## config.mk

```make
export PLATFORM = sky130hd
export DESIGN_NAME = sensor_frame_parser
export DESIGN_NICKNAME = d
export VERILOG_FILES = /design/src/rtl/core/sfp_pkg.sv /design/src/rtl/core/sfp_front.sv /design/src/rtl/core/sfp_cmdq.sv /design/src/rtl/core/sfp_back.sv /design/src/rtl/core/sensor_frame_parser.sv
export SDC_FILE = /design/constraint.sdc
export NUM_CORES = 2
export LEC_CHECK = 0
export BUFFER_PORTS_ARGS = -buffer_cell sky130_fd_sc_hd__buf_2
export CAP_MARGIN = 0
export CELL_PAD_IN_SITES_DETAIL_PLACEMENT = 1
export CELL_PAD_IN_SITES_GLOBAL_PLACEMENT = 1
export CORE_MARGIN = 2
export CORE_UTILIZATION = 59
export CTS_CLUSTER_DIAMETER = 50
export DETAILED_ROUTE_END_ITERATION = 8
export HOLD_SLACK_MARGIN = 0.03
export PLACE_DENSITY_LB_ADDON = 0.3
export SLEW_MARGIN = 20
export SYNTH_ARGS = -nofsm -noshare
export SYNTH_HDL_FRONTEND = slang
export SYNTH_HIERARCHICAL = 1
export SYNTH_SLANG_ARGS = --single-unit
```

## constraint.sdc

```tcl
create_clock -name i_clk -period 9.1 [get_ports i_clk]
set_input_delay 0.91 -clock i_clk [delete_from_list [all_inputs] [get_ports i_clk]]
set_output_delay 0.91 -clock i_clk [all_outputs]
set_load 0.03 [all_outputs]
```

## src/rtl/core/sfp_pkg.sv

```systemverilog
`timescale 1ns / 1ps
// Shared types and constants for the sensor frame parser.
// No dependencies; imported by every module of the block.
package sfp_pkg;

    localparam int SLOT_COUNT = 16;
    localparam int SLOT_W     = 4;

    localparam logic [7:0] HDR_BYTE  = 8'h40;
    localparam logic [7:0] TYPE_READ = 8'h03;
    localparam logic [7:0] TYPE_CAL  = 8'h06;

    localparam logic [1:0] PH_IDLE = 2'd0;
    localparam logic [1:0] PH_TYPE = 2'd1;
    localparam logic [1:0] PH_LEN  = 2'd2;
    localparam logic [1:0] PH_DATA = 2'd3;

    localparam logic KIND_SLOT = 1'b0;
    localparam logic KIND_ACK  = 1'b1;

    typedef struct packed {
        logic kind;
    } t_cmd;

    typedef struct packed {
        logic full;
        logic empty;
        logic slot_pending;
    } t_cmdq_stat;

endpackage

```

## src/rtl/core/sfp_front.sv

```systemverilog
`timescale 1ns / 1ps
// Front end: frame parsing, payload buffer with clearing pass, command issue.
// Depends on sfp_pkg; feeds sfp_cmdq and serves buffer reads to sfp_back.
module sfp_front import sfp_pkg::*; #(
    parameter int BUF_DEPTH = 128,
    localparam int AW = $clog2(BUF_DEPTH)
) (
    input  logic          i_clk,
    input  logic          i_rst_n,
    input  logic          i_push,
    output logic          o_full,
    input  logic [7:0]    i_rx_byte,
    output logic          o_cmd_push,
    output t_cmd          o_cmd,
    input  t_cmdq_stat    i_q,
    input  logic          i_slot_busy,
    input  logic [AW-1:0] i_rd_addr,
    output logic [7:0]    o_rd_data
);

    localparam logic [9:0] DEPTH_W = 10'(BUF_DEPTH);
    localparam logic [AW-1:0] LAST_ADDR = AW'(BUF_DEPTH - 1);

    logic [7:0]    r_mem [BUF_DEPTH];
    logic [7:0]    r_rd_data;

    logic [1:0]    r_phase, n_phase;
    logic          r_mode, n_mode;
    logic [7:0]    r_len, n_len;
    logic [8:0]    r_idx, n_idx;
    logic          r_clr, n_clr;
    logic [AW-1:0] r_clr_addr, n_clr_addr;

    logic          w_accept;
    logic          w_we;
    logic [AW-1:0] w_wa;
    logic [7:0]    w_wd;
    logic [8:0]    w_target;
    logic [8:0]    w_idx_inc;

    assign o_full = r_clr | i_q.full
                  | ((r_phase == PH_DATA) & (i_slot_busy | i_q.slot_pending));
    assign w_accept  = i_push & ~o_full;
    assign w_target  = r_mode ? {1'b0, r_len} : ({1'b0, r_len} + 9'd2);
    assign w_idx_inc = r_idx + 9'd1;
    assign o_rd_data = r_rd_data;

    always_comb begin
        n_phase    = r_phase;
        n_mode     = r_mode;
        n_len      = r_len;
        n_idx      = r_idx;
        n_clr      = r_clr;
        n_clr_addr = r_clr_addr;
        w_we       = 1'b0;
        w_wa       = r_idx[AW-1:0];
        w_wd       = i_rx_byte;
        o_cmd_push = 1'b0;
        o_cmd.kind = r_mode;
        if (r_clr) begin
            w_we       = 1'b1;
            w_wa       = r_clr_addr;
            w_wd       = 8'h00;
            n_clr_addr = r_clr_addr + AW'(1);
            if (r_clr_addr == LAST_ADDR) begin
                n_clr = 1'b0;
            end
        end else if (w_accept) begin
            case (r_phase)
                PH_IDLE: begin
                    if (i_rx_byte == HDR_BYTE) begin
                        n_phase = PH_TYPE;
                    end
                end
                PH_TYPE: begin
                    if (i_rx_byte == TYPE_READ) begin
                        n_mode  = KIND_SLOT;
                        n_phase = PH_LEN;
                    end else if (i_rx_byte == TYPE_CAL) begin
                        n_mode  = KIND_ACK;
                        n_phase = PH_LEN;
                    end else begin
                        n_phase = PH_IDLE;
                    end
                end
                PH_LEN: begin
                    n_len = i_rx_byte;
                    n_idx = 9'd0;
                    if (r_mode == KIND_ACK && i_rx_byte == 8'h00) begin
                        o_cmd_push = 1'b1;
                        o_cmd.kind = KIND_ACK;
                        n_phase    = PH_IDLE;
                    end else begin
                        n_phase = PH_DATA;
                    end
                end
                PH_DATA: begin
                    if ({1'b0, r_idx} < DEPTH_W) begin
                        w_we = 1'b1;
                    end
                    n_idx = w_idx_inc;
                    if (w_idx_inc >= w_target) begin
                        o_cmd_push = 1'b1;
                        n_phase    = PH_IDLE;
                        n_idx      = 9'd0;
                    end
                end
                default: begin
                    n_phase = PH_IDLE;
                end
            endcase
        end
    end

    always_ff @(posedge i_clk) begin
        if (!i_rst_n) begin
            r_phase    <= PH_IDLE;
            r_mode     <= 1'b0;
            r_len      <= 8'h00;
            r_idx      <= 9'd0;
            r_clr      <= 1'b1;
            r_clr_addr <= '0;
        end else begin
            r_phase    <= n_phase;
            r_mode     <= n_mode;
            r_len      <= n_len;
            r_idx      <= n_idx;
            r_clr      <= n_clr;
            r_clr_addr <= n_clr_addr;
        end
    end

    always_ff @(posedge i_clk) begin
        if (w_we) begin
            r_mem[w_wa] <= w_wd;
        end
        r_rd_data <= r_mem[i_rd_addr];
    end

`ifndef SYNTHESIS
    a_no_write_under_walk: assert property (@(posedge i_clk) disable iff (!i_rst_n)
        (w_we && !r_clr) |-> (!i_slot_busy && !i_q.slot_pending))
        else $error("payload write while slot walk pending");
    a_no_push_when_full: assert property (@(posedge i_clk) disable iff (!i_rst_n)
        o_cmd_push |-> !i_q.full)
        else $error("command pushed into full queue");
    a_full_during_clear: assert property (@(posedge i_clk) disable iff (!i_rst_n)
        r_clr |-> o_full)
        else $error("input open during clearing pass");
`endif

endmodule

```

## src/rtl/core/sfp_cmdq.sv

```systemverilog
`timescale 1ns / 1ps
// Two-entry command queue between front end and slot walker.
// Depends on sfp_pkg.
module sfp_cmdq import sfp_pkg::*; (
    input  logic       i_clk,
    input  logic       i_rst_n,
    input  logic       i_push,
    input  t_cmd       i_cmd,
    input  logic       i_pop,
    output t_cmd       o_cmd,
    output t_cmdq_stat o_stat
);

    logic [1:0] r_vld, n_vld;
    logic [1:0] r_kind;
    logic       r_wp;
    logic       r_rp;

    assign o_cmd.kind          = r_kind[r_rp];
    assign o_stat.full         = r_vld[r_wp];
    assign o_stat.empty        = ~r_vld[r_rp];
    assign o_stat.slot_pending = (r_vld[0] & (r_kind[0] == KIND_SLOT))
                               | (r_vld[1] & (r_kind[1] == KIND_SLOT));

    always_comb begin
        n_vld = r_vld;
        if (i_pop) begin
            n_vld[r_rp] = 1'b0;
        end
        if (i_push) begin
            n_vld[r_wp] = 1'b1;
        end
    end

    always_ff @(posedge i_clk) begin
        if (!i_rst_n) begin
            r_vld <= 2'b00;
            r_wp  <= 1'b0;
            r_rp  <= 1'b0;
        end else begin
            r_vld <= n_vld;
            if (i_pop) begin
                r_rp <= ~r_rp;
            end
            if (i_push) begin
                r_wp <= ~r_wp;
            end
        end
    end

    always_ff @(posedge i_clk) begin
        if (i_push) begin
            r_kind[r_wp] <= i_cmd.kind;
        end
    end

endmodule

```

## src/rtl/core/sfp_back.sv

```systemverilog
`timescale 1ns / 1ps
// Back end: slot walker over the payload buffer and result register.
// Depends on sfp_pkg; reads the buffer held in sfp_front.
module sfp_back import sfp_pkg::*; #(
    parameter int BUF_DEPTH = 128,
    localparam int AW = $clog2(BUF_DEPTH)
) (
    input  logic          i_clk,
    input  logic          i_rst_n,
    input  logic          i_cmd_valid,
    input  t_cmd          i_cmd,
    output logic          o_cmd_pop,
    output logic [AW-1:0] o_rd_addr,
    input  logic [7:0]    i_rd_data,
    output logic          o_slot_busy,
    input  logic          i_pop,
    output logic          o_empty,
    output logic          o_kind,
    output logic [3:0]    o_slot,
    output logic          o_present,
    output logic [23:0]   o_value,
    output logic          o_last
);

    localparam logic [2:0] B_IDLE = 3'd0;
    localparam logic [2:0] B_ACK  = 3'd1;
    localparam logic [2:0] B_BM0  = 3'd2;
    localparam logic [2:0] B_BM1  = 3'd3;
    localparam logic [2:0] B_SLOT = 3'd4;
    localparam logic [2:0] B_V1   = 3'd5;
    localparam logic [2:0] B_V2   = 3'd6;

    localparam logic [SLOT_W-1:0] LAST_SLOT = SLOT_W'(SLOT_COUNT - 1);

    logic [2:0]        r_state, n_state;
    logic [AW-1:0]     r_addr, n_addr;
    logic [15:0]       r_bm, n_bm;
    logic [SLOT_W-1:0] r_slot, n_slot;
    logic [15:0]       r_val, n_val;

    logic              r_out_vld, n_out_vld;
    logic              r_kind, n_kind;
    logic [3:0]        r_oslot, n_oslot;
    logic              r_present, n_present;
    logic [23:0]       r_value, n_value;
    logic              r_last, n_last;

    logic              w_out_free;

    assign w_out_free  = ~r_out_vld | i_pop;
    assign o_rd_addr   = n_addr;
    assign o_slot_busy = (r_state != B_IDLE) && (r_state != B_ACK);
    assign o_empty     = ~r_out_vld;
    assign o_kind      = r_kind;
    assign o_slot      = r_oslot;
    assign o_present   = r_present;
    assign o_value     = r_value;
    assign o_last      = r_last;

    always_comb begin
        n_state   = r_state;
        n_addr    = r_addr;
        n_bm      = r_bm;
        n_slot    = r_slot;
        n_val     = r_val;
        n_out_vld = r_out_vld & ~i_pop;
        n_kind    = r_kind;
        n_oslot   = r_oslot;
        n_present = r_present;
        n_value   = r_value;
        n_last    = r_last;
        o_cmd_pop = 1'b0;
        case (r_state)
            B_IDLE: begin
                if (i_cmd_valid) begin
                    o_cmd_pop = 1'b1;
                    if (i_cmd.kind == KIND_ACK) begin
                        n_state = B_ACK;
                    end else begin
                        n_addr  = '0;
                        n_state = B_BM0;
                    end
                end
            end
            B_ACK: begin
                if (w_out_free) begin
                    n_out_vld = 1'b1;
                    n_kind    = KIND_ACK;
                    n_oslot   = 4'd0;
                    n_present = 1'b0;
                    n_value   = 24'd0;
                    n_last    = 1'b1;
                    n_state   = B_IDLE;
                end
            end
            B_BM0: begin
                n_bm[15:8] = i_rd_data;
                n_addr     = AW'(1);
                n_state    = B_BM1;
            end
            B_BM1: begin
                n_bm[7:0] = i_rd_data;
                n_addr    = AW'(2);
                n_slot    = '0;
                n_state   = B_SLOT;
            end
            B_SLOT: begin
                if (r_bm[15]) begin
                    n_val[15:8] = i_rd_data;
                    n_addr      = r_addr + AW'(1);
                    n_state     = B_V1;
                end else if (w_out_free) begin
                    n_out_vld = 1'b1;
                    n_kind    = KIND_SLOT;
                    n_oslot   = r_slot;
                    n_present = 1'b0;
                    n_value   = 24'd0;
                    n_last    = (r_slot == LAST_SLOT);
                    n_bm      = {r_bm[14:0], 1'b0};
                    n_slot    = r_slot + SLOT_W'(1);
                    n_state   = (r_slot == LAST_SLOT) ? B_IDLE : B_SLOT;
                end
            end
            B_V1: begin
                n_val[7:0] = i_rd_data;
                n_addr     = r_addr + AW'(1);
                n_state    = B_V2;
            end
            B_V2: begin
                if (w_out_free) begin
                    n_out_vld = 1'b1;
                    n_kind    = KIND_SLOT;
                    n_oslot   = r_slot;
                    n_present = 1'b1;
                    n_value   = {r_val, i_rd_data};
                    n_last    = (r_slot == LAST_SLOT);
                    n_bm      = {r_bm[14:0], 1'b0};
                    n_slot    = r_slot + SLOT_W'(1);
                    n_addr    = r_addr + AW'(1);
                    n_state   = (r_slot == LAST_SLOT) ? B_IDLE : B_SLOT;
                end
            end
            default: begin
                n_state = B_IDLE;
            end
        endcase
    end

    always_ff @(posedge i_clk) begin
        if (!i_rst_n) begin
            r_state   <= B_IDLE;
            r_addr    <= '0;
            r_out_vld <= 1'b0;
        end else begin
            r_state   <= n_state;
            r_addr    <= n_addr;
            r_out_vld <= n_out_vld;
        end
    end

    always_ff @(posedge i_clk) begin
        r_bm      <= n_bm;
        r_slot    <= n_slot;
        r_val     <= n_val;
        r_kind    <= n_kind;
        r_oslot   <= n_oslot;
        r_present <= n_present;
        r_value   <= n_value;
        r_last    <= n_last;
    end

endmodule

```

## src/rtl/core/sensor_frame_parser.sv

```systemverilog
`timescale 1ns / 1ps
// Sensor frame parser top level: one received byte per cycle on the input queue
// while full is low. A read reply starts a slot walk after its last byte: one result
// per cycle for an absent slot while results are taken; a present slot first reads
// its value bytes. A calibration reply yields its acknowledge after its last or
// length byte. Reset is synchronous; afterwards a clearing pass zeroes the buffer
// with full held high. Payload bytes stall while a slot walk is pending.
module sensor_frame_parser import sfp_pkg::*; #(
    parameter int BUF_DEPTH = 128
) (
    input  logic        i_clk,
    input  logic        i_rst_n,
    input  logic        push,
    output logic        full,
    input  logic [7:0]  i_rx_byte,
    output logic        empty,
    input  logic        pop,
    output logic        o_kind,
    output logic [3:0]  o_slot,
    output logic        o_present,
    output logic [23:0] o_value,
    output logic        o_last
);

    localparam int AW = $clog2(BUF_DEPTH);

    logic          w_cmd_push;
    t_cmd          w_cmd_in;
    t_cmd          w_cmd_out;
    t_cmdq_stat    w_q;
    logic          w_cmd_pop;
    logic          w_slot_busy;
    logic [AW-1:0] w_rd_addr;
    logic [7:0]    w_rd_data;

    sfp_front #(
        .BUF_DEPTH (BUF_DEPTH)
    ) u_front (
        .i_clk       (i_clk),
        .i_rst_n     (i_rst_n),
        .i_push      (push),
        .o_full      (full),
        .i_rx_byte   (i_rx_byte),
        .o_cmd_push  (w_cmd_push),
        .o_cmd       (w_cmd_in),
        .i_q         (w_q),
        .i_slot_busy (w_slot_busy),
        .i_rd_addr   (w_rd_addr),
        .o_rd_data   (w_rd_data)
    );

    sfp_cmdq u_cmdq (
        .i_clk   (i_clk),
        .i_rst_n (i_rst_n),
        .i_push  (w_cmd_push),
        .i_cmd   (w_cmd_in),
        .i_pop   (w_cmd_pop),
        .o_cmd   (w_cmd_out),
        .o_stat  (w_q)
    );

    sfp_back #(
        .BUF_DEPTH (BUF_DEPTH)
    ) u_back (
        .i_clk       (i_clk),
        .i_rst_n     (i_rst_n),
        .i_cmd_valid (~w_q.empty),
        .i_cmd       (w_cmd_out),
        .o_cmd_pop   (w_cmd_pop),
        .o_rd_addr   (w_rd_addr),
        .i_rd_data   (w_rd_data),
        .o_slot_busy (w_slot_busy),
        .i_pop       (pop),
        .o_empty     (empty),
        .o_kind      (o_kind),
        .o_slot      (o_slot),
        .o_present   (o_present),
        .o_value     (o_value),
        .o_last      (o_last)
    );

endmodule

```

==> impl_metrics.csv <==
group,metric,value,unit
timing,setup_viol,0,
clock_tree,cts_max_path_buffers,3,
clock_tree,cts_root_buf,"clkbuf_16",
clock_tree,clkTransAtPathRegs,70,ps
worst_setup_path,r2r_end,"u_front/o_rd_data[6]",
clock_tree,cts_max_level,3,
finish,layout_common_cells,"edfxtp_1 (1093), mux4_2 (192), nor2_1 (157)",
synth,syn_area,45240,µm²
power,p_leak,15.93,nW
floorplan,core_area,75950,µm²
placement,dp.final_hpwl,70320,µm
timing,tightest_slew,1166,ps
floorplan,dieHeight,280.9,µm
timing,fin_crit_sh,0.5955,
clock_tree,cts_tree,"yes",
synth,syn_nets,2480,
finish,final_common_cell,"edfxtp_1",
synth,synth_cell_type_count,71,
flow_run,cap_violations,0,
outcome,status,"finished clean",
synth,syn_avg_cell_area,18.43,µm²
routing,drt_iter0_markers,3018,
routing,vias,24660,
clock_tree,numCtsBuffers,119,
worst_setup_path,cpPeakStageDelay,910,ps
floorplan,num_rows,101,
floorplan,fp.dieArea,78900,µm²
worst_setup_path,regToRegStartpoint,"u_back/r_state[2]",
worst_setup_path,endpoint,"u_front/o_rd_data[6]",
finish,nNetsFinal,2541,
routing,drc,0,
timing,maxSlewViolCount,0,
floorplan,io_pins,45,
global_route,grt_overflow,0,
global_route,grtUsageTotal,0.3126,
timing,fin_tns_setup,0,ps
synth,synthFlopType,"edfxtp_1",
routing,via_per_inst,6.760,
clock_tree,clk_latency,700,ps
worst_setup_path,worstPathCellList,"nand2b_4 > o22ai_2 > nand2b_1 > a31oi_4 > buf_12 > buf_4 > mux2i_1 > o22ai_1 > a211oi_1 > nand2_1 > nand3_1 > nor4_2",
clock_tree,hold_buffers,0,
synth,ys_ff_latch,1144,
worst_setup_path,crit_path_start,"u_back/r_state[2]",
worst_hold_path,hold_start,"u_front/r_idx[8]",
timing,fin_crit,5419,ps
synth,netlist_instances,2454,
clock_tree,cts_setup_buffers,0,
worst_setup_path,crit_path_start_kind,"flip-flop",
global_route,antenna_found_initial,1,
worst_setup_path,crit_slowest_cell,"buf_4",
power,power_density,211.9,nW/µm²
synth,synth-async-reset-ratio,0,
routing,drt_first_pass_iters,6,
finish,multiInputGateArea,10760,µm²
timing,relSlewSlack,0.2188,
worst_setup_path,endpoint_kind,"flip-flop",
placement,place_congestion,0.8288,
global_route,grt_max_degree,144,
synth,synth_edf_count,1093,
routing,wl,119700,µm
power,ir_drop,182.6,µV
worst_setup_path,crit_type,"flip-flop to flip-flop",
worst_setup_path,r2r_cells,12,
floorplan,start_util,0.5956,
worst_setup_path,arrival,6020,ps
finish,final_layout_size_suffix_gt1_frac,0.1979,
synth,synth.yosys.seq_area_share,0.7481,
worst_setup_path,path_max_fanout,143,
synth,ys.warnings.count,6,
worst_setup_path,r2r_slack,3680,ps
global_route,first_global_vias,25890,
timing,fin_skew,46.31,ps
finish,fillers,6185,
worst_setup_path,required,9700,ps
routing,detail_route.wl_per_cell,32.82,µm
clock_tree,post_cts_resized,0,
clock_tree,cts.sinks,1144,
routing,ant_nets,0,
placement,portBuffers,44,
finish,utilization,0.6643,
finish,area_growth,11.52,%
floorplan,die_width,280.9,µm
timing,rsz0062_at_grt,"no",
global_route,grt_pass1_wl,178000,µm
timing,clock.fmax,184.5,MHz
worst_hold_path,hold_class,"flip-flop to flip-flop",
finish,seqCellArea,33840,µm²
timing,hold_viol_final,0,
==> how the worst min path moves through the flow <==
stage	depth (start not counted)	end
after detailed placement	2	u_front/r_idx[8]
after global routing	2	u_front/r_idx[8]
final	2	u_front/r_idx[8]
after floorplan	0	u_back/r_val[0]
after CTS	2	u_front/r_idx[8]
after global placement	2	u_cmdq/r_vld[0]
==> sequential cells by signal (all words and copies together), names as in the netlist, 3 cells and up <==
register and cells:
u_front/r_len 8, u_back/r_bm 16, u_front/r_idx 9, u_back/o_value 24, u_front/o_rd_data 8, u_front/r_mem 1024
u_back/o_slot 4, u_back/r_val 16, u_back/r_state 3, u_front/r_clr_addr 7, u_back/r_slot 4, u_back/r_addr 7
==> critical path, delay by kind of cell (launching register included) <==
family                 cells  cell delay (ps)
buffers and inverters      2             1580
AND/OR/NAND/NOR            5             1380
AO/OA/AOI/OAI              4             1070
flip-flops                 1              880
multiplexers               1              200
==> routing by layer <==
layer  wire length, µm  GRT usage
met5                12          0
met4              4639     0.1267
met3             10490    0.05703
met2             59470     0.5064
met1             45120     0.4249
==> cell type report <==
class | count | area share
repair buffers | 81 | 0.01086
flip-flops and latches | 1144 | 0.6708
clock buffers | 139 | 0.06237
inverters | 18 | 0.001389
diodes | 1 | 0.00004960
clock inverters | 84 | 0.01567
multi-input cells | 1151 | 0.2133
well taps | 1030 | 0.02554
==> synthesized netlist by cell type (4+ instances only) <==
master	number	area share
edfxtp_1	1093	0.73
mux4_2	192	0.096
nor2_1	161	0.013
nand2_1	147	0.012
mux2i_1	141	0.031
o22ai_1	66	0.0091
a211oi_1	58	0.0096
a22oi_1	57	0.0095
buf_2	57	0.0063
clkbuf_1	53	0.0044
dfxtp_1	51	0.023
nand3_1	38	0.0042
and3_1	33	0.0046
nor2b_1	25	0.0035
a22o_1	21	0.0041
a21oi_1	20	0.0022
buf_4	18	0.0030
inv_1	15	0.0012
and2_1	14	0.0019
ha_1	14	0.0039
nand2b_1	13	0.0018
a31oi_1	12	0.0017
o21ai_0	11	0.0012
a21o_1	10	0.0017
xor2_1	10	0.0019
nand4_1	9	0.0012
o32ai_1	9	0.0017
xnor2_1	9	0.0017
a211o_1	8	0.0015
buf_6	8	0.0020
nor4_2	8	0.0022
a311oi_1	7	0.0014
nand3b_1	5	0.00083
buf_1	4	0.00033
nor3_1	4	0.00044
o21a_1	4	0.00066
o31ai_1	4	0.00066
or3_1	4	0.00055
==> cells by family (layout without fill, tap and decap cells) <==
group,Yosys count,count (layout),synth area share
DFF,1144,1144,0.7481
and+or+nand+nor,478,478,0.05042
muxes,335,335,0.1273
AOI/OAI and AO/OA,304,304,0.04876
buffers and inverters,159,322,0.01767
xor gates and xnor gates,19,19,0.003679
adders and majority gates,15,15,0.004093
other,0,1,0
==> power breakdown <==
| group | internal (mW) | switching [mW] | leakage [nW] |
|---|---|---|---|
| Combinational | 0.0271 | 0.0681 | 3.50 |
| Sequential | 5.70 | 0.0200 | 10.5 |
| Clock | 2.80 | 2.08 | 1.90 |
==> through the flow <==
step / total power, mW / cell area, µm² / instances / hold slack [ps] / setup slack (ps)
3_3_place_gp: 5.915 / 46450 / 3422 / 453.8 / 3706
6_report: 10.69 / 50450 / 3648 / 484.9 / 3681
3_5_place_dp: 5.921 / 46460 / 3422 / 473.1 / 3610
5_1_grt: 10.92 / 50450 / 3647 / 500.4 / 3495
2_1_floorplan: 5.864 / 45240 / 2454 / 431.5 / 4252
4_1_cts: 10.74 / 50400 / 3645 / 483.3 / 3720
(Power assumes the default switching activity.)
